## src/sv/hfcc_pkg.sv

```systemverilog
`timescale 1ns / 1ps
// ----------------------------------------------------------------------------
// hfcc_pkg
// Shared codes for the half-float convert and compare unit: operation modes
// and comparison order codes.
// ----------------------------------------------------------------------------
package hfcc_pkg;

    // operation selected per request
    typedef enum logic [1:0] {
        MODE_NARROW  = 2'd0,  // binary32 -> binary16, truncating
        MODE_WIDEN   = 2'd1,  // binary16 -> binary32
        MODE_COMPARE = 2'd2,  // order two halves
        MODE_NONE    = 2'd3   // no operation, flags only
    } mode_t;

    // comparison result
    typedef enum logic [1:0] {
        ORDER_LESS      = 2'd0,
        ORDER_EQUAL     = 2'd1,
        ORDER_GREATER   = 2'd2,
        ORDER_UNORDERED = 2'd3
    } order_t;

    // binary16 field constants
    localparam logic [4:0] HALF_EXP_MAX = 5'h1f;

endpackage

```

## src/sv/half_float_convert_compare_unit.sv

```systemverilog
`timescale 1ns / 1ps
// ----------------------------------------------------------------------------
// half_float_convert_compare_unit
// Half-precision convert / compare unit with stream interfaces.
// ----------------------------------------------------------------------------
// Accepts one request per clock and returns one result per request, in order.
// A request is captured in an input register; the conversion, comparison and
// classification logic sits between that register and the result register,
// so a result appears on m_tvalid once it has moved into the result register.
// Throughput is one request per cycle whenever m_tready is high; when the
// result register is held, the input register still takes one more request.
// Mode (s_tuser): 0 binary32 to binary16 truncating, 1 binary16 to binary32,
// 2 compare two halves, 3 flags only.
// ----------------------------------------------------------------------------
module half_float_convert_compare_unit (
    input  logic        aclk,
    input  logic        aresetn,
    // request channel
    input  logic        s_tvalid,
    output logic        s_tready,
    input  logic [47:0] s_tdata,   // operand_a[31:0], operand_b[47:32]
    input  logic [1:0]  s_tuser,   // mode[1:0]
    // result channel
    output logic        m_tvalid,
    input  logic        m_tready,
    output logic [55:0] m_tdata    // result_bits[31:0], order[33:32],
                                   // is_infinite[34], is_nan[35],
                                   // is_subnormal[36], is_zero[37],
                                   // is_negative[38], magnitude_bits[53:39],
                                   // zero pad[55:54]
);

    // pipeline control
    logic              in_valid_reg;
    logic              out_valid_reg;
    logic              out_advance;
    logic              in_load;

    // input stage
    hfcc_pkg::mode_t   mode_reg;
    logic [31:0]       opa_reg;
    logic [15:0]       opb_reg;

    // compute
    logic [15:0]       narrow_half;
    logic [31:0]       widen_single;
    hfcc_pkg::order_t  cmp_order;
    logic [31:0]       result_next;
    hfcc_pkg::order_t  order_next;
    logic [15:0]       class_half;

    // result stage
    logic [31:0]       result_reg;
    hfcc_pkg::order_t  order_reg;
    logic              inf_reg;
    logic              nan_reg;
    logic              sub_reg;
    logic              zero_reg;
    logic              neg_reg;
    logic [14:0]       mag_reg;

    assign out_advance = !out_valid_reg || m_tready;
    assign s_tready    = !in_valid_reg || out_advance;
    assign in_load     = s_tvalid && s_tready;

    // valid bits
    always_ff @(posedge aclk) begin
        if (!aresetn) begin
            in_valid_reg  <= 1'b0;
            out_valid_reg <= 1'b0;
        end else begin
            if (s_tready) begin
                in_valid_reg <= s_tvalid;
            end
            if (out_advance) begin
                out_valid_reg <= in_valid_reg;
            end
        end
    end

    // input register
    always_ff @(posedge aclk) begin
        if (in_load) begin
            mode_reg <= hfcc_pkg::mode_t'(s_tuser);
            opa_reg  <= s_tdata[31:0];
            opb_reg  <= s_tdata[47:32];
        end
    end

    hfcc_narrow u_narrow (
        .single_bits (opa_reg),
        .half_bits   (narrow_half)
    );

    hfcc_widen u_widen (
        .half_bits   (opa_reg[15:0]),
        .single_bits (widen_single)
    );

    hfcc_order u_order (
        .lhs   (opa_reg[15:0]),
        .rhs   (opb_reg),
        .order (cmp_order)
    );

    // mode select
    always_comb begin
        unique case (mode_reg)
            hfcc_pkg::MODE_NARROW: begin
                result_next = {16'd0, narrow_half};
                order_next  = hfcc_pkg::ORDER_LESS;
                class_half  = narrow_half;
            end
            hfcc_pkg::MODE_WIDEN: begin
                result_next = widen_single;
                order_next  = hfcc_pkg::ORDER_LESS;
                class_half  = opa_reg[15:0];
            end
            hfcc_pkg::MODE_COMPARE: begin
                result_next = 32'd0;
                order_next  = cmp_order;
                class_half  = opa_reg[15:0];
            end
            default: begin
                result_next = 32'd0;
                order_next  = hfcc_pkg::ORDER_LESS;
                class_half  = opa_reg[15:0];
            end
        endcase
    end

    // result register with classification
    always_ff @(posedge aclk) begin
        if (out_advance && in_valid_reg) begin
            result_reg <= result_next;
            order_reg  <= order_next;
            inf_reg    <= (class_half[14:10] == hfcc_pkg::HALF_EXP_MAX)
                          && (class_half[9:0] == 10'd0);
            nan_reg    <= (class_half[14:10] == hfcc_pkg::HALF_EXP_MAX)
                          && (class_half[9:0] != 10'd0);
            sub_reg    <= (class_half[14:10] == 5'd0) && (class_half[9:0] != 10'd0);
            zero_reg   <= (class_half[14:0] == 15'd0);
            neg_reg    <= class_half[15];
            mag_reg    <= class_half[14:0];
        end
    end

    assign m_tvalid = out_valid_reg;
    assign m_tdata  = {2'b00, mag_reg, neg_reg, zero_reg, sub_reg, nan_reg, inf_reg,
                       order_reg, result_reg};

    // checks
    a_stall_full: assert property (@(posedge aclk) disable iff (!aresetn)
        !s_tready |-> (in_valid_reg && out_valid_reg))
        else $error("request side stalled with a free stage");

    a_order_only_compare: assert property (@(posedge aclk) disable iff (!aresetn)
        (in_valid_reg && out_advance && mode_reg != hfcc_pkg::MODE_COMPARE)
        |=> (order_reg == hfcc_pkg::ORDER_LESS))
        else $error("order set outside compare mode");

    a_no_result_compare: assert property (@(posedge aclk) disable iff (!aresetn)
        (in_valid_reg && out_advance && mode_reg == hfcc_pkg::MODE_COMPARE)
        |=> (result_reg == 32'd0))
        else $error("result bits set in compare mode");

    a_narrow_upper_zero: assert property (@(posedge aclk) disable iff (!aresetn)
        (in_valid_reg && out_advance && mode_reg == hfcc_pkg::MODE_NARROW)
        |=> (result_reg[31:16] == 16'd0 && mag_reg == result_reg[14:0]))
        else $error("narrowed result does not match classified half");

    a_class_exclusive: assert property (@(posedge aclk) disable iff (!aresetn)
        m_tvalid |-> $onehot0({inf_reg, nan_reg, sub_reg, zero_reg}))
        else $error("conflicting classification flags");

endmodule

```

## src/sv/hfcc_narrow.sv

```systemverilog
`timescale 1ns / 1ps
// ----------------------------------------------------------------------------
// hfcc_narrow
// Truncating binary32 to binary16 conversion. Overflow goes to infinity,
// NaN keeps its top mantissa bits, tiny values flush to signed zero.
// ----------------------------------------------------------------------------
module hfcc_narrow (
    input  logic [31:0] single_bits,
    output logic [15:0] half_bits
);

    logic        sgn;
    logic [7:0]  exp8;
    logic [22:0] man;
    logic [7:0]  sub_shift;
    logic [7:0]  norm_exp;
    logic [23:0] sub_man;
    logic [9:0]  nan_top;

    assign sgn       = single_bits[31];
    assign exp8      = single_bits[30:23];
    assign man       = single_bits[22:0];
    assign sub_shift = 8'd113 - exp8;
    assign norm_exp  = exp8 - 8'd112;
    assign sub_man   = {1'b1, man} >> sub_shift[3:0];
    assign nan_top   = (man[22:13] == 10'd0) ? 10'd1 : man[22:13];

    // range select on the biased exponent
    always_comb begin
        if (exp8 >= 8'd143) begin
            if (exp8 == 8'hff && man != 23'd0) begin
                half_bits = {sgn, hfcc_pkg::HALF_EXP_MAX, nan_top};
            end else begin
                half_bits = {sgn, hfcc_pkg::HALF_EXP_MAX, 10'd0};
            end
        end else if (exp8 <= 8'd112) begin
            if (exp8 < 8'd102) begin
                half_bits = {sgn, 15'd0};
            end else begin
                half_bits = {sgn, 5'd0, sub_man[22:13]};
            end
        end else begin
            half_bits = {sgn, norm_exp[4:0], man[22:13]};
        end
    end

endmodule

```

## src/sv/hfcc_widen.sv

```systemverilog
`timescale 1ns / 1ps
// ----------------------------------------------------------------------------
// hfcc_widen
// Exact binary16 to binary32 conversion. Subnormals are normalized with a
// leading-zero count; NaN low mantissa bits are filled with ones.
// ----------------------------------------------------------------------------
module hfcc_widen (
    input  logic [15:0] half_bits,
    output logic [31:0] single_bits
);

    logic        sgn;
    logic [4:0]  exp5;
    logic [9:0]  man;
    logic [3:0]  lead_pos;
    logic [3:0]  lz;
    logic [3:0]  norm_shift;
    logic [10:0] norm_man;

    assign sgn  = half_bits[15];
    assign exp5 = half_bits[14:10];
    assign man  = half_bits[9:0];

    // position of the leading one of the subnormal mantissa
    always_comb begin
        lead_pos = 4'd0;
        for (int i = 0; i < 10; i++) begin
            if (man[i]) begin
                lead_pos = 4'(i);
            end
        end
    end

    assign lz         = 4'd9 - lead_pos;
    assign norm_shift = lz + 4'd1;
    assign norm_man   = {1'b0, man} << norm_shift;

    // assemble the single by class
    always_comb begin
        if (exp5 == 5'd0) begin
            if (man != 10'd0) begin
                single_bits = {sgn, 8'd112 - {4'd0, lz}, norm_man[9:0], 13'd0};
            end else begin
                single_bits = {sgn, 31'd0};
            end
        end else if (exp5 == hfcc_pkg::HALF_EXP_MAX) begin
            if (man != 10'd0) begin
                single_bits = {sgn, 8'hff, man, 13'h1fff};
            end else begin
                single_bits = {sgn, 8'hff, 23'd0};
            end
        end else begin
            single_bits = {sgn, {3'd0, exp5} + 8'd112, man, 13'd0};
        end
    end

endmodule

```

## src/sv/hfcc_order.sv

```systemverilog
`timescale 1ns / 1ps
// ----------------------------------------------------------------------------
// hfcc_order
// Orders two binary16 values: less, equal, greater or unordered (NaN).
// Signed zeros compare equal.
// ----------------------------------------------------------------------------
module hfcc_order (
    input  logic [15:0]      lhs,
    input  logic [15:0]      rhs,
    output hfcc_pkg::order_t order
);

    logic               lhs_neg;
    logic               rhs_neg;
    logic               lhs_inf;
    logic               rhs_inf;
    logic               lhs_nan;
    logic               rhs_nan;
    logic signed [16:0] lhs_val;
    logic signed [16:0] rhs_val;

    assign lhs_neg = lhs[15];
    assign rhs_neg = rhs[15];
    assign lhs_inf = (lhs[14:10] == hfcc_pkg::HALF_EXP_MAX) && (lhs[9:0] == 10'd0);
    assign rhs_inf = (rhs[14:10] == hfcc_pkg::HALF_EXP_MAX) && (rhs[9:0] == 10'd0);
    assign lhs_nan = (lhs[14:10] == hfcc_pkg::HALF_EXP_MAX) && (lhs[9:0] != 10'd0);
    assign rhs_nan = (rhs[14:10] == hfcc_pkg::HALF_EXP_MAX) && (rhs[9:0] != 10'd0);

    // sign-magnitude to two's complement
    assign lhs_val = lhs_neg ? (17'sd0 - $signed({2'b00, lhs[14:0]}))
                             : $signed({2'b00, lhs[14:0]});
    assign rhs_val = rhs_neg ? (17'sd0 - $signed({2'b00, rhs[14:0]}))
                             : $signed({2'b00, rhs[14:0]});

    // special values first, then integer compare
    always_comb begin
        if (lhs_nan || rhs_nan) begin
            order = hfcc_pkg::ORDER_UNORDERED;
        end else if (lhs_inf && !lhs_neg) begin
            order = (rhs_inf && !rhs_neg) ? hfcc_pkg::ORDER_EQUAL : hfcc_pkg::ORDER_GREATER;
        end else if (lhs_inf && lhs_neg) begin
            order = (rhs_inf && rhs_neg) ? hfcc_pkg::ORDER_EQUAL : hfcc_pkg::ORDER_LESS;
        end else if (rhs_inf && rhs_neg) begin
            order = hfcc_pkg::ORDER_GREATER;
        end else if (rhs_inf) begin
            order = hfcc_pkg::ORDER_LESS;
        end else if (lhs_val > rhs_val) begin
            order = hfcc_pkg::ORDER_GREATER;
        end else if (lhs_val < rhs_val) begin
            order = hfcc_pkg::ORDER_LESS;
        end else begin
            order = hfcc_pkg::ORDER_EQUAL;
        end
    end

endmodule

```

## config.mk

```make
export PLATFORM = sky130hd
export DESIGN_NAME = half_float_convert_compare_unit
export DESIGN_NICKNAME = d
export VERILOG_FILES = /design/src/sv/hfcc_pkg.sv /design/src/sv/half_float_convert_compare_unit.sv /design/src/sv/hfcc_narrow.sv /design/src/sv/hfcc_widen.sv /design/src/sv/hfcc_order.sv
export SDC_FILE = /design/constraint.sdc
export NUM_CORES = 1
export LEC_CHECK = 0
export ABC_AREA = 0
export BUFFER_PORTS_ARGS = -buffer_cell sky130_fd_sc_hd__buf_2
export CAP_MARGIN = 10
export CELL_PAD_IN_SITES_DETAIL_PLACEMENT = 0
export CELL_PAD_IN_SITES_GLOBAL_PLACEMENT = 1
export CORE_MARGIN = 2
export CORE_UTILIZATION = 45
export CTS_CLUSTER_DIAMETER = 100
export DETAILED_ROUTE_END_ITERATION = 12
export PLACE_DENSITY = 0.92
export SKIP_CTS_REPAIR_TIMING = 1
export SLEW_MARGIN = 10
export SYNTH_ARGS = -nofsm -noshare
export SYNTH_HDL_FRONTEND = slang
export SYNTH_HIERARCHICAL = 1
export SYNTH_SLANG_ARGS = --single-unit
```

## constraint.sdc

```tcl
create_clock -name aclk -period 7.6 [get_ports aclk]
set_input_delay 0.38 -clock aclk [delete_from_list [all_inputs] [get_ports aclk]]
set_output_delay 0.38 -clock aclk [all_outputs]
set_load 0.01 [all_outputs]
```

# Word level (Yosys, flattened, before mapping)
# Index checks and enable logic that the tools add are counted.
[classes]
addsub = 8
eq_ne = 6
muxes = 31
n_shift = 2
reduce_logical = 33
n_lt_le_gt_ge = 5
[op_table]
columns = ["operator", "count"]
rows = [
  ["31-bit 2-to-1 mux", 3],
  ["32-bit case mux with 2 select lines", 1],
  ["10-bit zero test", 4],
  ["17-bit 2-to-1 mux", 2],
  ["1-bit by 15-bit subtractor with 16-bit output (first input constant)", 2],
  ["10-bit 2-to-1 mux", 3],
  ["15-bit 2-to-1 mux", 2],
  ["10-bit nonzero test", 3],
  ["24-bit by 4-bit right shift with 23-bit output", 1],
  ["23-bit 2-to-1 mux", 1],
  ["23-bit nonzero test", 1],
  ["2-bit 2-to-1 mux", 9],
  ["17-bit > comparator", 1],
  ["17-bit less-than comparator", 1],
  ["16-bit 2-to-1 mux", 1],
  ["5-bit equality test (second input constant)", 3],
  ["15-bit zero test", 1],
  ["1-bit logical AND", 14],
  ["3-bit 2-to-1 mux", 4],
  ["5-bit zero test", 2],
  ["10-bit by 4-bit left shift with 10-bit output", 1],
  ["5-bit by 7-bit adder with 8-bit output (second input constant)", 1],
  ["8-bit equality test (second input constant)", 1],
  ["8-bit >= comparator (second input constant)", 1],
  ["14 further kinds", 22],
]
[totals]
output_inout_bits = 58
word_cells = 98
inputBits = 54
register_bits = 106

# Depth between registers and ports, before layout
# Gate-level depths: netlist of the first run.
[depth]
depth_word = 15
ltp_mapped = 13
mapped_depth_nobuf = 13

# Cells and area by module
# Netlist of the first run, hierarchy kept.
[modules_own_cells]
columns = ["module", "cells_each", "area_each_um2", "n_inst", "seq_area_each_um2"]
rows = [
  ["half_float_convert_compare_unit", 217, 3953.8, 1, 3163.0],
  ["hfcc_order", 151, 1116.1, 1, 0.0],
  ["hfcc_widen", 140, 993.5, 1, 0.0],
  ["hfcc_narrow", 114, 750.7, 1, 0.0],
]

# Least setup slack after synthesis of the first run
# No wires, ideal clock.
[synth_path]
path_kind = "register to register"
from = "register out_valid_reg (netlist: m_tvalid)"
to = "register inf_reg (enable)"
path_buffers = 0
arrival_ns = 2.911
required_time_ns = 7.128
slack_ns = 4.216
setup_ns = 0.472
path_stages_with_launch = 3
period_less_slack_ns = 3.384
cell_sequence = "dfxtp_1 -> nor2b_1 -> nor2b_1"
[synth_between]
elab_chain_len = 3
[synth_lines]
columns = ["item", "line", "source"]
rows = [
  ["start: declaration", "half_float_convert_compare_unit.sv:35", "logic out_valid_reg;"],
  ["start signal: assignment", "half_float_convert_compare_unit.sv:76", "out_valid_reg <= in_valid_reg;"],
  ["1-bit zero test", "half_float_convert_compare_unit.sv:62", "assign out_advance = !out_valid_reg || m_tready;"],
  ["1-bit logical OR", "half_float_convert_compare_unit.sv:62", ""],
  ["1-bit logical AND", "half_float_convert_compare_unit.sv:134", "if (out_advance && in_valid_reg) begin"],
  ["end signal: assignment", "half_float_convert_compare_unit.sv:137", "inf_reg <= (class_half[14:10] == hfcc_pkg::HALF_EXP_MAX)"],
  ["end: declaration", "half_float_convert_compare_unit.sv:55", "logic inf_reg;"],
]
# Every way passes these cells.
# A chain may end at the register's enable or synchronous reset.

# Worst setup path in the final report of the first run
[layout_path]
from = "register opa_reg[2]"
to = "register result_reg[21] (data pin)"
[layout_between]
elab_chain_len = 14
word_cells_on_any_way = 17
cone_classes = "add/sub (2); shift (1); mux (13); reduce/logical (1)"
[layout_lines]
columns = ["item", "line", "source"]
rows = [
  ["start: declaration", "half_float_convert_compare_unit.sv:41", "logic [31:0] opa_reg;"],
  ["start signal: assignment", "half_float_convert_compare_unit.sv:85", "opa_reg <= s_tdata[31:0];"],
  ["2-bit 2-to-1 mux (2 in a row)", "hfcc_widen.sv:28", "if (man[i]) begin"],
  ["3-bit 2-to-1 mux (4 in a row)", "hfcc_widen.sv:28", ""],
  ["4-bit 2-to-1 mux (2 in a row)", "hfcc_widen.sv:28", ""],
  ["4-bit subtractor", "hfcc_widen.sv:34", "assign lz = 4'd9 - lead_pos;"],
  ["4-bit by 1-bit adder with 4-bit output", "hfcc_widen.sv:35", "assign norm_shift = lz + 4'd1;"],
  ["10-bit by 4-bit left shift with 10-bit output", "hfcc_widen.sv:36", "assign norm_man = {1'b0, man} << norm_shift;"],
  ["31-bit 2-to-1 mux", "hfcc_widen.sv:41", "if (man != 10'd0) begin"],
  ["31-bit 2-to-1 mux (*)", "hfcc_widen.sv:40", "if (exp5 == 5'd0) begin"],
  ["via widen_single[21]", "half_float_convert_compare_unit.sv:46", "logic [31:0] widen_single;"],
  ["32-bit case mux with 2 select lines (*)", "half_float_convert_compare_unit.sv:108", "unique case (mode_reg)"],
  ["via result_next[21]", "half_float_convert_compare_unit.sv:48", "logic [31:0] result_next;"],
  ["end signal: assignment", "half_float_convert_compare_unit.sv:135", "result_reg <= result_next;"],
  ["end: declaration", "half_float_convert_compare_unit.sv:53", "logic [31:0] result_reg;"],
]
# The timed path passes the listed nets; every way through them passes the cells marked *.

==> impl_metrics.tcl, run 1 <==
set metrics [dict create \
    first_pass_iters 5 \
    power_density_mw_per_mm2 187 \
    drv_cap 0 \
    grt_max_degree 55 \
    synth_seq_cells 106 \
    avgSynthCellArea_um2 11.0 \
    wl_per_cell_um 18.2 \
    cts_buffers 9 \
    antennaDiodeCount 0 \
    io_pins 112 \
    arrival_ps 3690 \
    final.period_utilization 0.457 \
    synth.area.top_cells "edfxtp_1 46%, mux2i_1 4.8%, ha_1 4.4%" \
    grt_overflow 0 \
    htree_num_levels 3 \
    async_flop_share 0 \
    route.vias.total 5169 \
    antenna_found_initial 0 \
    skew_ps 14.2 \
    relSlewSlack 0.224 \
    first_iter_violations 437 \
    cp_cell_sequence "nand2b_1 > a211oi_1 > o21a_1 > inv_8 > ha_1 > xnor2_1 > mux4_2 > o211ai_2 > and2_1" \
    hp-class "in -> reg" \
    totalPowerFinal_w 0.00142 \
    max_stage_delay_ps 640 \
    worst_path_dominant_cell_family "compound AO/OA/AOI/OAI gates" \
    cts_tree "done" \
    syn_to_final_growth_pct 11.7 \
    grt_pass1_wl_mm 25.9 \
    dieArea_mm2 0.0161 \
    synth-warning-count 6 \
    fmax_mhz 288 \
    yosysTopAreaCell "edfxtp_1" \
    via_per_inst 5.82 \
    grt_pass1_vias 5091 \
    critPathSlowestCell "xnor2_1" \
    yosysTopAreaCellShare 0.458 \
    cts_buffer_depth 2 \
    dp_hpwl_mm 11.7 \
    ir_worst_vdd_mv 0.135 \
    grt.total_usage 0.203 \
    synthDistinctLibCells 85 \
    status "complete, no violations" \
    die_w_um 127 \
    die_h_um 127 \
    syn-cell-area_mm2 0.00681 \
    synth_commonest_cells "104 x edfxtp_1, 46 x nand2_1, 44 x nor2_1" \
    portBuffers 109 \
    yosysMostFrequentCell "edfxtp_1" \
    place_congestion 0.909 \
    cts_root_buffer "clkbuf_16" \
    crit_required_ps 7820 \
    synth_ff_type "edfxtp_1" \
    n_fill_cell 1322 \
    worstSetupPathType "reg -> reg" \
    coreArea_mm2 0.0146 \
    period_needed_ps 3470 \
    drt-total-wl_mm 16.2 \
    worst_pin_slew_ps 1160 \
    ys_seq_area_frac 0.464 \
    start_util 0.465 \
    hold_viol 0 \
    fin_nets 779 \
    critPathBufInv 1 \
    clk-insertion-delay-late_ps 360 \
    critPathMaxFanout 14 \
    drive_gt1_frac 0.241 \
    tns_ps 0 \
    clk_pin_slew_ps 80 \
    synth_edf_count 104 \
    cp-start-kind "register" \
    rsz0062_at_grt "false" \
    leakage_nw 2.97 \
    synthCells 622 \
    cts.sinks 106 \
    rows 44 \
    cp-end-kind "register" \
    drc 0 \
    drtAntennaViolNets 0 \
    finalMaxSlewViolations 0 \
    finalSetupViolCount 0 \
]
power by group:
group,switching [W],total (W),internal [W]
combinational,0.000138,0.000246,0.000108
clock,0.000200,0.000453,0.000253
sequential,0.0000432,0.000724,0.000681
final timing paths:
path	from	to	slack (ps)	depth (start not counted)
max	opa_reg[2]$_DFFE_PP_	result_reg[21]$_DFFE_PP_	4130	9
min	s_tdata[29]	opa_reg[29]$_DFFE_PP_	180	1
min reg2reg	in_valid_reg$_SDFFE_PN0N_	m_tvalid$_SDFFE_PN0P_	540	1
max reg2reg	opa_reg[2]$_DFFE_PP_	result_reg[21]$_DFFE_PP_	4130	9
final cells by class:
type	instances	area, um^2	area share
multi-input combinational	449	3270	0.429
sequential	106	3160	0.416
timing repair buffer	114	583	0.0766
tap	184	230	0.0302
clock buffer	10	229	0.0301
inverter	21	86.3	0.0113
clock inverter	4	53.8	0.00707
layout by cell type, fill, tap and decap left out, types with 17 or more instances in the layout:
cell type | netlist | layout
edfxtp_1 | 104 | 104
inv_1 | 19 | 19
nor2_1 | 44 | 44
o21ai_0 | 26 | 26
ha_1 | 24 | 24
mux2_2 | 17 | 17
xnor2_1 | 19 | 19
and2_1 | 21 | 20
a21oi_1 | 22 | 22
mux2i_1 | 33 | 33
nand2_1 | 46 | 46
buf_2 | 8 | 109
through the flow:
step	util	cell area, um^2	cells	setup WS, ps	hold WS (ps)
3_5_place_dp	0.501	7330	874	4140	527
4_1_cts	0.520	7610	888	4130	175
2_1_floorplan	-	6820	623	4220	477
3_3_place_gp	0.501	7330	874	4150	503
6_report	0.520	7610	888	4130	184
5_1_grt	0.520	7610	888	3710	179
per-layer routing:
metal | part of all wire | vias up | global-route usage
met2 | 0.47 | 204 | 0.330
met5 | 0 | - | 0
met3 | 0.068 | 29 | 0.0406
met4 | 0.019 | 0 | 0.0724
li1 | - | 2471 | -
met1 | 0.45 | 2465 | 0.272
worst register-to-register path, stage by stage, from the launching register on:
cell      delay [ps]
edfxtp_1         580
nand2b_1         250
a211oi_1         260
o21a_1           420
inv_8             80
ha_1             230
xnor2_1          640
mux4_2           610
o211ai_2         140
and2_1           140
cells by family (layout without fill, tap and decap cells):
family / Yosys count / after routing / synth area share
other cells: 1 / 2 / 0.000550
fa+ha+maj: 24 / 24 / 0.0441
compound gates: 124 / 124 / 0.132
simple gates: 212 / 212 / 0.170
flops: 106 / 106 / 0.464
xor+xnor: 34 / 34 / 0.0437
mux: 53 / 53 / 0.0870
buf+inv: 68 / 149 / 0.0582
Power figures use the tool's default switching activity.
==> run 2: changes to the inputs <==
ABC_AREA = 1   (was 0)
CORE_UTILIZATION = 39   (was 45)
PLACE_DENSITY = 0.89   (was 0.92)
clock period = 3.1 ns   (was 7.6 ns; I/O delays follow)
==> impl_metrics.tcl, run 2 <==
set metrics [dict create \
    status "complete, no violations" \
    arrival_ps 3150 \
    first_iter_violations 527 \
    synth_ff_type "edfxtp_1" \
    syn-cell-area_mm2 0.00705 \
    cts.sinks 106 \
    clk-insertion-delay-late_ps 370 \
    synth_top_family_by_area "simple AND/OR/NAND/NOR gates" \
    min_from "aresetn" \
    skew_ps 15.9 \
    muxShareOfSynthArea 0 \
    rsz0062_at_grt "true" \
    grt_pass1_vias 5456 \
    leakage_nw 4.17 \
    ir_worst_vdd_mv 0.294 \
    period_needed_ps 3020 \
    grt_pass1_wl_mm 27.7 \
    coreArea_mm2 0.0178 \
    grt_max_degree 55 \
    synthDistinctLibCells 53 \
    portBuffers 109 \
    worst_path_dominant_cell_family "simple AND/OR/NAND/NOR gates" \
    power.share.clock 0.318 \
    place_congestion 0.922 \
    cts_buffers 9 \
    antenna_found_initial 0 \
    worstRegToRegCells 19 \
    finalMaxSlewViolations 0 \
    avgSynthCellArea_um2 8.19 \
    regArea_mm2 0.00316 \
    hp-class "in -> reg" \
    synth_edf_count 104 \
    cts_root_buffer "clkbuf_16" \
    r2r-start "opa_reg[0]$_DFFE_PP_" \
    final_common_cell "nand2_1" \
    p_seq_frac 0.468 \
    final_cell_mix "257 x nand2_1, 109 x buf_2, 104 x edfxtp_1" \
    grt.total_usage 0.181 \
    whs_endpoint "m_tvalid$_SDFFE_PN0P_" \
    cp-start-kind "register" \
    rows 49 \
    combPwrFrac 0.214 \
    antennaDiodeCount 0 \
    synthCells 861 \
    finalSetupViolCount 0 \
    synth_xor_area_frac 0.0474 \
    r2r_setup_slack_ps 80 \
    r2r-end "order_reg[1]$_SDFFCE_PP0P_" \
    async_flop_share 0 \
    die_h_um 138 \
    synth-warning-count 6 \
    dp_hpwl_mm 12.9 \
    cp_cell_sequence "inv_2 > buf_6 > nand3_4 > nor3_4 > nand4_1 > nand3b_1 > nor3_2 > nor2_1 > ha_1 > nand3_2 > nor3_2 > nand4_1 > nand2_1 > inv_1 > nand3_1 > nand2_1 > nand2_1 > nand2_1 > and3_1" \
    yosysMostFrequentCell "nand2_1" \
    finalWorstSetupSlack_ps 76.4 \
    worstSetupPathType "reg -> reg" \
    start_util 0.395 \
    synth_commonest_cells "257 x nand2_1, 104 x edfxtp_1, 95 x nand3_1" \
    relSlewSlack 0.517 \
    cp-end-kind "register" \
    path_common_cell "nand2_1" \
    synth_compound_area_frac 0.0408 \
    clk_pin_slew_ps 80 \
    route.vias.total 6010 \
    switching_power_w 0.00112 \
    place_ws_ps 58.1 \
    cts_tree "done" \
    htree_num_levels 3 \
    drtAntennaViolNets 0 \
    yosysTopAreaCellShare 0.443 \
    critPathSlowestCell "edfxtp_1" \
    synth.area.top_cells "edfxtp_1 44%, nand2_1 14%, nand3_1 6.7%" \
    die_w_um 138 \
    power_density_mw_per_mm2 423 \
    swShare 0.305 \
    drc 0 \
    synthSimpleGateAreaFrac 0.322 \
    via_per_inst 4.78 \
    grt_overflow 0 \
    totalPowerFinal_w 0.00368 \
    intPower_w 0.00256 \
    crit_required_ps 3220 \
    wl_per_cell_um 13.8 \
    critPathMaxFanout 4 \
    worst_pin_slew_ps 725 \
    drive_gt1_frac 0.224 \
    min_path_cells 3 \
    fmax_mhz 331 \
    fin_nets 1101 \
    io_pins 112 \
    max_stage_delay_ps 410 \
    dieArea_mm2 0.0192 \
    syn_to_final_growth_pct 23.4 \
    n_fill_cell 1682 \
    ys_seq_area_frac 0.448 \
    hold_viol 0 \
    yosysTopAreaCell "edfxtp_1" \
    first_pass_iters 7 \
    critPathBufInv 3 \
    drt-total-wl_mm 17.4 \
    final.period_utilization 0.975 \
    yosys.area_share.adder 0.0426 \
    drv_cap 0 \
    cts_buffer_depth 2 \
    synth_seq_cells 106 \
    multiInputGateArea_mm2 0.00326 \
]
run 2: cell type report:
class	instances	share of cell area
Tap cell	229	0.0329
Clock inverter	7	0.00991
Clock buffer	9	0.0259
Inverter	104	0.0454
Multi-Input combinational cell	611	0.375
Timing Repair Buffer	191	0.148
Sequential cell	106	0.363
run 2: cell families after synthesis:
group / count (synthesis)
and+or+nand+nor: 503
buffers and inverters: 145
DFF: 106
AOI/OAI and AO/OA: 49
xor gates and xnor gates: 33
adders and majority gates: 24
other: 1
run 2: worst max path at each step:
stage,from,end,slack (ps),depth (start not counted)
after floorplan,opa_reg[0]$_DFFE_PP_,order_reg[1]$_SDFFCE_PP0P_,100,20
after global placement,opb_reg[0]$_DFFE_PP_,order_reg[1]$_SDFFCE_PP0P_,90,19
after detailed placement,opa_reg[0]$_DFFE_PP_,order_reg[1]$_SDFFCE_PP0P_,60,21
after CTS,opa_reg[0]$_DFFE_PP_,order_reg[1]$_SDFFCE_PP0P_,40,21
after global routing,opa_reg[0]$_DFFE_PP_,order_reg[1]$_SDFFCE_PP0P_,-260,19
final,opa_reg[0]$_DFFE_PP_,order_reg[1]$_SDFFCE_PP0P_,80,19
run 2: through the flow:
step                      hold slack [ps]  cells   util  instance area (um^2)  setup TNS [ps]
final                                24.2   1257  0.488                  8710               0
after CTS                           -54.5   1203  0.456                  8130               0
after global routing                 39.0   1257  0.488                  8710            -459
after detailed placement              333   1187  0.438                  7820               0
after global placement                331   1187  0.438                  7820               0
after floorplan                       254    862      -                  7060               0
run 2: power groups by stage:
| stage | registers (W) | logic (W) | clock network, W |
|---|---|---|---|
| 4_1_cts | 0.00172 | 0.000726 | 0.00120 |
| 6_report | 0.00172 | 0.000788 | 0.00117 |
| 3_5_place_dp | 0.00175 | 0.000723 | 0 |
| 3_3_place_gp | 0.00175 | 0.000713 | 0 |
| 5_1_grt | 0.00173 | 0.000893 | 0.00126 |
| 2_1_floorplan | 0.00176 | 0.000506 | 0 |
run 2: layer usage:
metal  vias to the layer above  part of all wire  global-route usage
met5                         -                 0                   0
met4                         0             0.012              0.0575
met3                        14             0.057              0.0381
met2                       194              0.47               0.286
met1                      2692              0.47               0.250
li1                       3110                 -                   -
run 2: worst min-delay path, cell delays in order:
cell and delay, ps:
buf_2 90, inv_1 60, a21oi_1 40
==> run 3: changes to the inputs <==
CORE_ASPECT_RATIO = 1.1   (was not set)
==> impl_metrics.tcl, run 3 (same netlist as run 2, synthesis figures left out) <==
set metrics [dict create \
    crit_required_ps 3220 \
    antenna_found_initial 0 \
    first_pass_iters 6 \
    grt_max_degree 55 \
    drtAntennaViolNets 0 \
    final.period_utilization 0.990 \
    final_cell_mix "257 x nand2_1, 109 x buf_2, 104 x edfxtp_1" \
    grt_overflow 0 \
    critPathBufInv 3 \
    final_util 0.493 \
    io_pins 112 \
    cp-start-kind "register" \
    layoutNonFillerInstCount 1269 \
    fin_nets 1104 \
    cp-end-kind "register" \
    route.vias.total 6030 \
    die_h_um 145 \
    max_stage_delay_ps 400 \
    rsz0062_at_grt "true" \
    fmax_mhz 326 \
    r2r-end "order_reg[1]$_SDFFCE_PP0P_" \
    cts_buffer_depth 2 \
    dp_cells 1197 \
    holdWs_ps 36.9 \
    power_density_mw_per_mm2 416 \
    finalSetupViolCount 0 \
    coreArea_mm2 0.0177 \
    hold_viol 0 \
    drive_gt1_frac 0.229 \
    worst_pin_slew_ps 728 \
    worst_path_dominant_cell_family "simple AND/OR/NAND/NOR gates" \
    clk_pin_slew_ps 70 \
    dieArea_mm2 0.0192 \
    start_util 0.398 \
    critPathMaxFanout 3 \
    status "complete, no violations" \
    drv_cap 0 \
    totalPowerFinal_w 0.00363 \
    grt_pass1_wl_mm 26.7 \
    worstSetupPathDepth 22 \
    leakage_nw 4.18 \
    grt_pass1_vias 5488 \
    ir_worst_vdd_mv 0.252 \
    cts.sinks 106 \
    grt.total_usage 0.175 \
    finalMaxSlewViolations 0 \
    crit_end "order_reg[1]$_SDFFCE_PP0P_" \
    portBuffers 109 \
    r2r-start "opa_reg[1]$_DFFE_PP_" \
    rows 51 \
    relSlewSlack 0.514 \
    syn_to_final_growth_pct 23.9 \
    antennaDiodeCount 0 \
    drt-total-wl_mm 16.7 \
    cts_root_buffer "clkbuf_16" \
    cts_buffers 9 \
    cp_cell_sequence "inv_2 > ha_2 > nand3_2 > nor2_2 > nand3_2 > o21ai_2 > buf_4 > xnor2_1 > ha_1 > nand2_1 > inv_1 > nand2_1 > nand2_1 > nand2_1 > nand2_1 > nor2_2 > nand3_1 > nand3_1 > nand2_1 > nand2_1 > nand2_1 > and3_4" \
    critPathSlowestCell "edfxtp_1" \
    place_congestion 0.944 \
    drc 0 \
    worstSetupPathType "reg -> reg" \
    wl_per_cell_um 13.2 \
    placed_area_mm2 0.00783 \
    worstRegToRegCells 22 \
    hp-class "in -> reg" \
    period_needed_ps 3070 \
    skew_ps 5.72 \
    final_common_cell "nand2_1" \
    final_area_mm2 0.00874 \
    r2r_setup_slack_ps 30 \
    dp_hpwl_mm 12.6 \
    crit_start "opa_reg[1]$_DFFE_PP_" \
    cts_tree "done" \
    clk-insertion-delay-late_ps 360 \
    htree_num_levels 3 \
    first_iter_violations 480 \
    via_per_inst 4.75 \
    n_fill_cell 1764 \
    path_common_cell "nand2_1" \
    die_w_um 132 \
    arrival_ps 3190 \
]
run 3: cell types whose count changed in the layout (fill, tap and decap cells not counted), moves of 2 or more:
cell,previous run,this run
o21ai_1,5,7
clkinvlp_4,0,2
clkinv_8,3,0
buf_4,31,34
o21ai_0,20,18
run 3: worst min-delay path by stage:
stage | cells past startpoint | slack (ps) | startpoint | end
5_1_grt | 3 | 30 | aresetn | m_tvalid$_SDFFE_PN0P_
3_3_place_gp | 1 | 330 | s_tdata[43] | opb_reg[11]$_DFFE_PP_
3_5_place_dp | 1 | 330 | s_tdata[33] | opb_reg[1]$_DFFE_PP_
4_1_cts | 1 | -40 | s_tdata[46] | opb_reg[14]$_DFFE_PP_
6_report | 3 | 40 | aresetn | in_valid_reg$_SDFFE_PN0N_
2_1_floorplan | 0 | 250 | s_tuser[0] | mode_reg[0]$_DFFE_PP_
run 3: where the power goes:
group	total, W	internal (W)	switching, W	leakage (nW)
combinational	0.000801	0.000321	0.000480	3.01
sequential	0.00172	0.00166	0.0000562	1.04
clock	0.00112	0.000566	0.000551	0.138
total	0.00363	0.00255	0.00109	4.18
run 3: metal layers:
metal  GRT usage  wire length [um]
met5           0                 0
met4      0.0575               279
met3      0.0311               966
met2       0.279              7700
met1       0.240              7790
run 3: cell type report:
| class | instances | area [um^2] | share of cell area |
|---|---|---|---|
| repair buffers | 194 | 1310 | 0.150 |
| well taps | 238 | 298 | 0.0341 |
| multi-input cells | 611 | 3280 | 0.376 |
| inverters | 104 | 399 | 0.0457 |
| flip-flops and latches | 106 | 3160 | 0.362 |
| clock buffers | 10 | 229 | 0.0262 |
| clock inverters | 6 | 56.3 | 0.00644 |
run 3: metrics by stage:
stage	setup slack [ps]	setup TNS [ps]
6_report	30.5	0
3_3_place_gp	97.0	0
2_1_floorplan	101	0
4_1_cts	-17.9	-17.9
3_5_place_dp	21.9	0
5_1_grt	-224	-355
run 3: worst register-to-register path, stage by stage (launching register included):
cell,delay (ps)
edfxtp_1,400
inv_2,110
ha_2,200
nand3_2,100
nor2_2,150
nand3_2,130
o21ai_2,160
buf_4,130
xnor2_1,50
ha_1,320
nand2_1,140
inv_1,80
nand2_1,70
nand2_1,50
nand2_1,60
nand2_1,60
nor2_2,120
nand3_1,100
nand3_1,90
nand2_1,50
nand2_1,50
nand2_1,50
and3_4,160
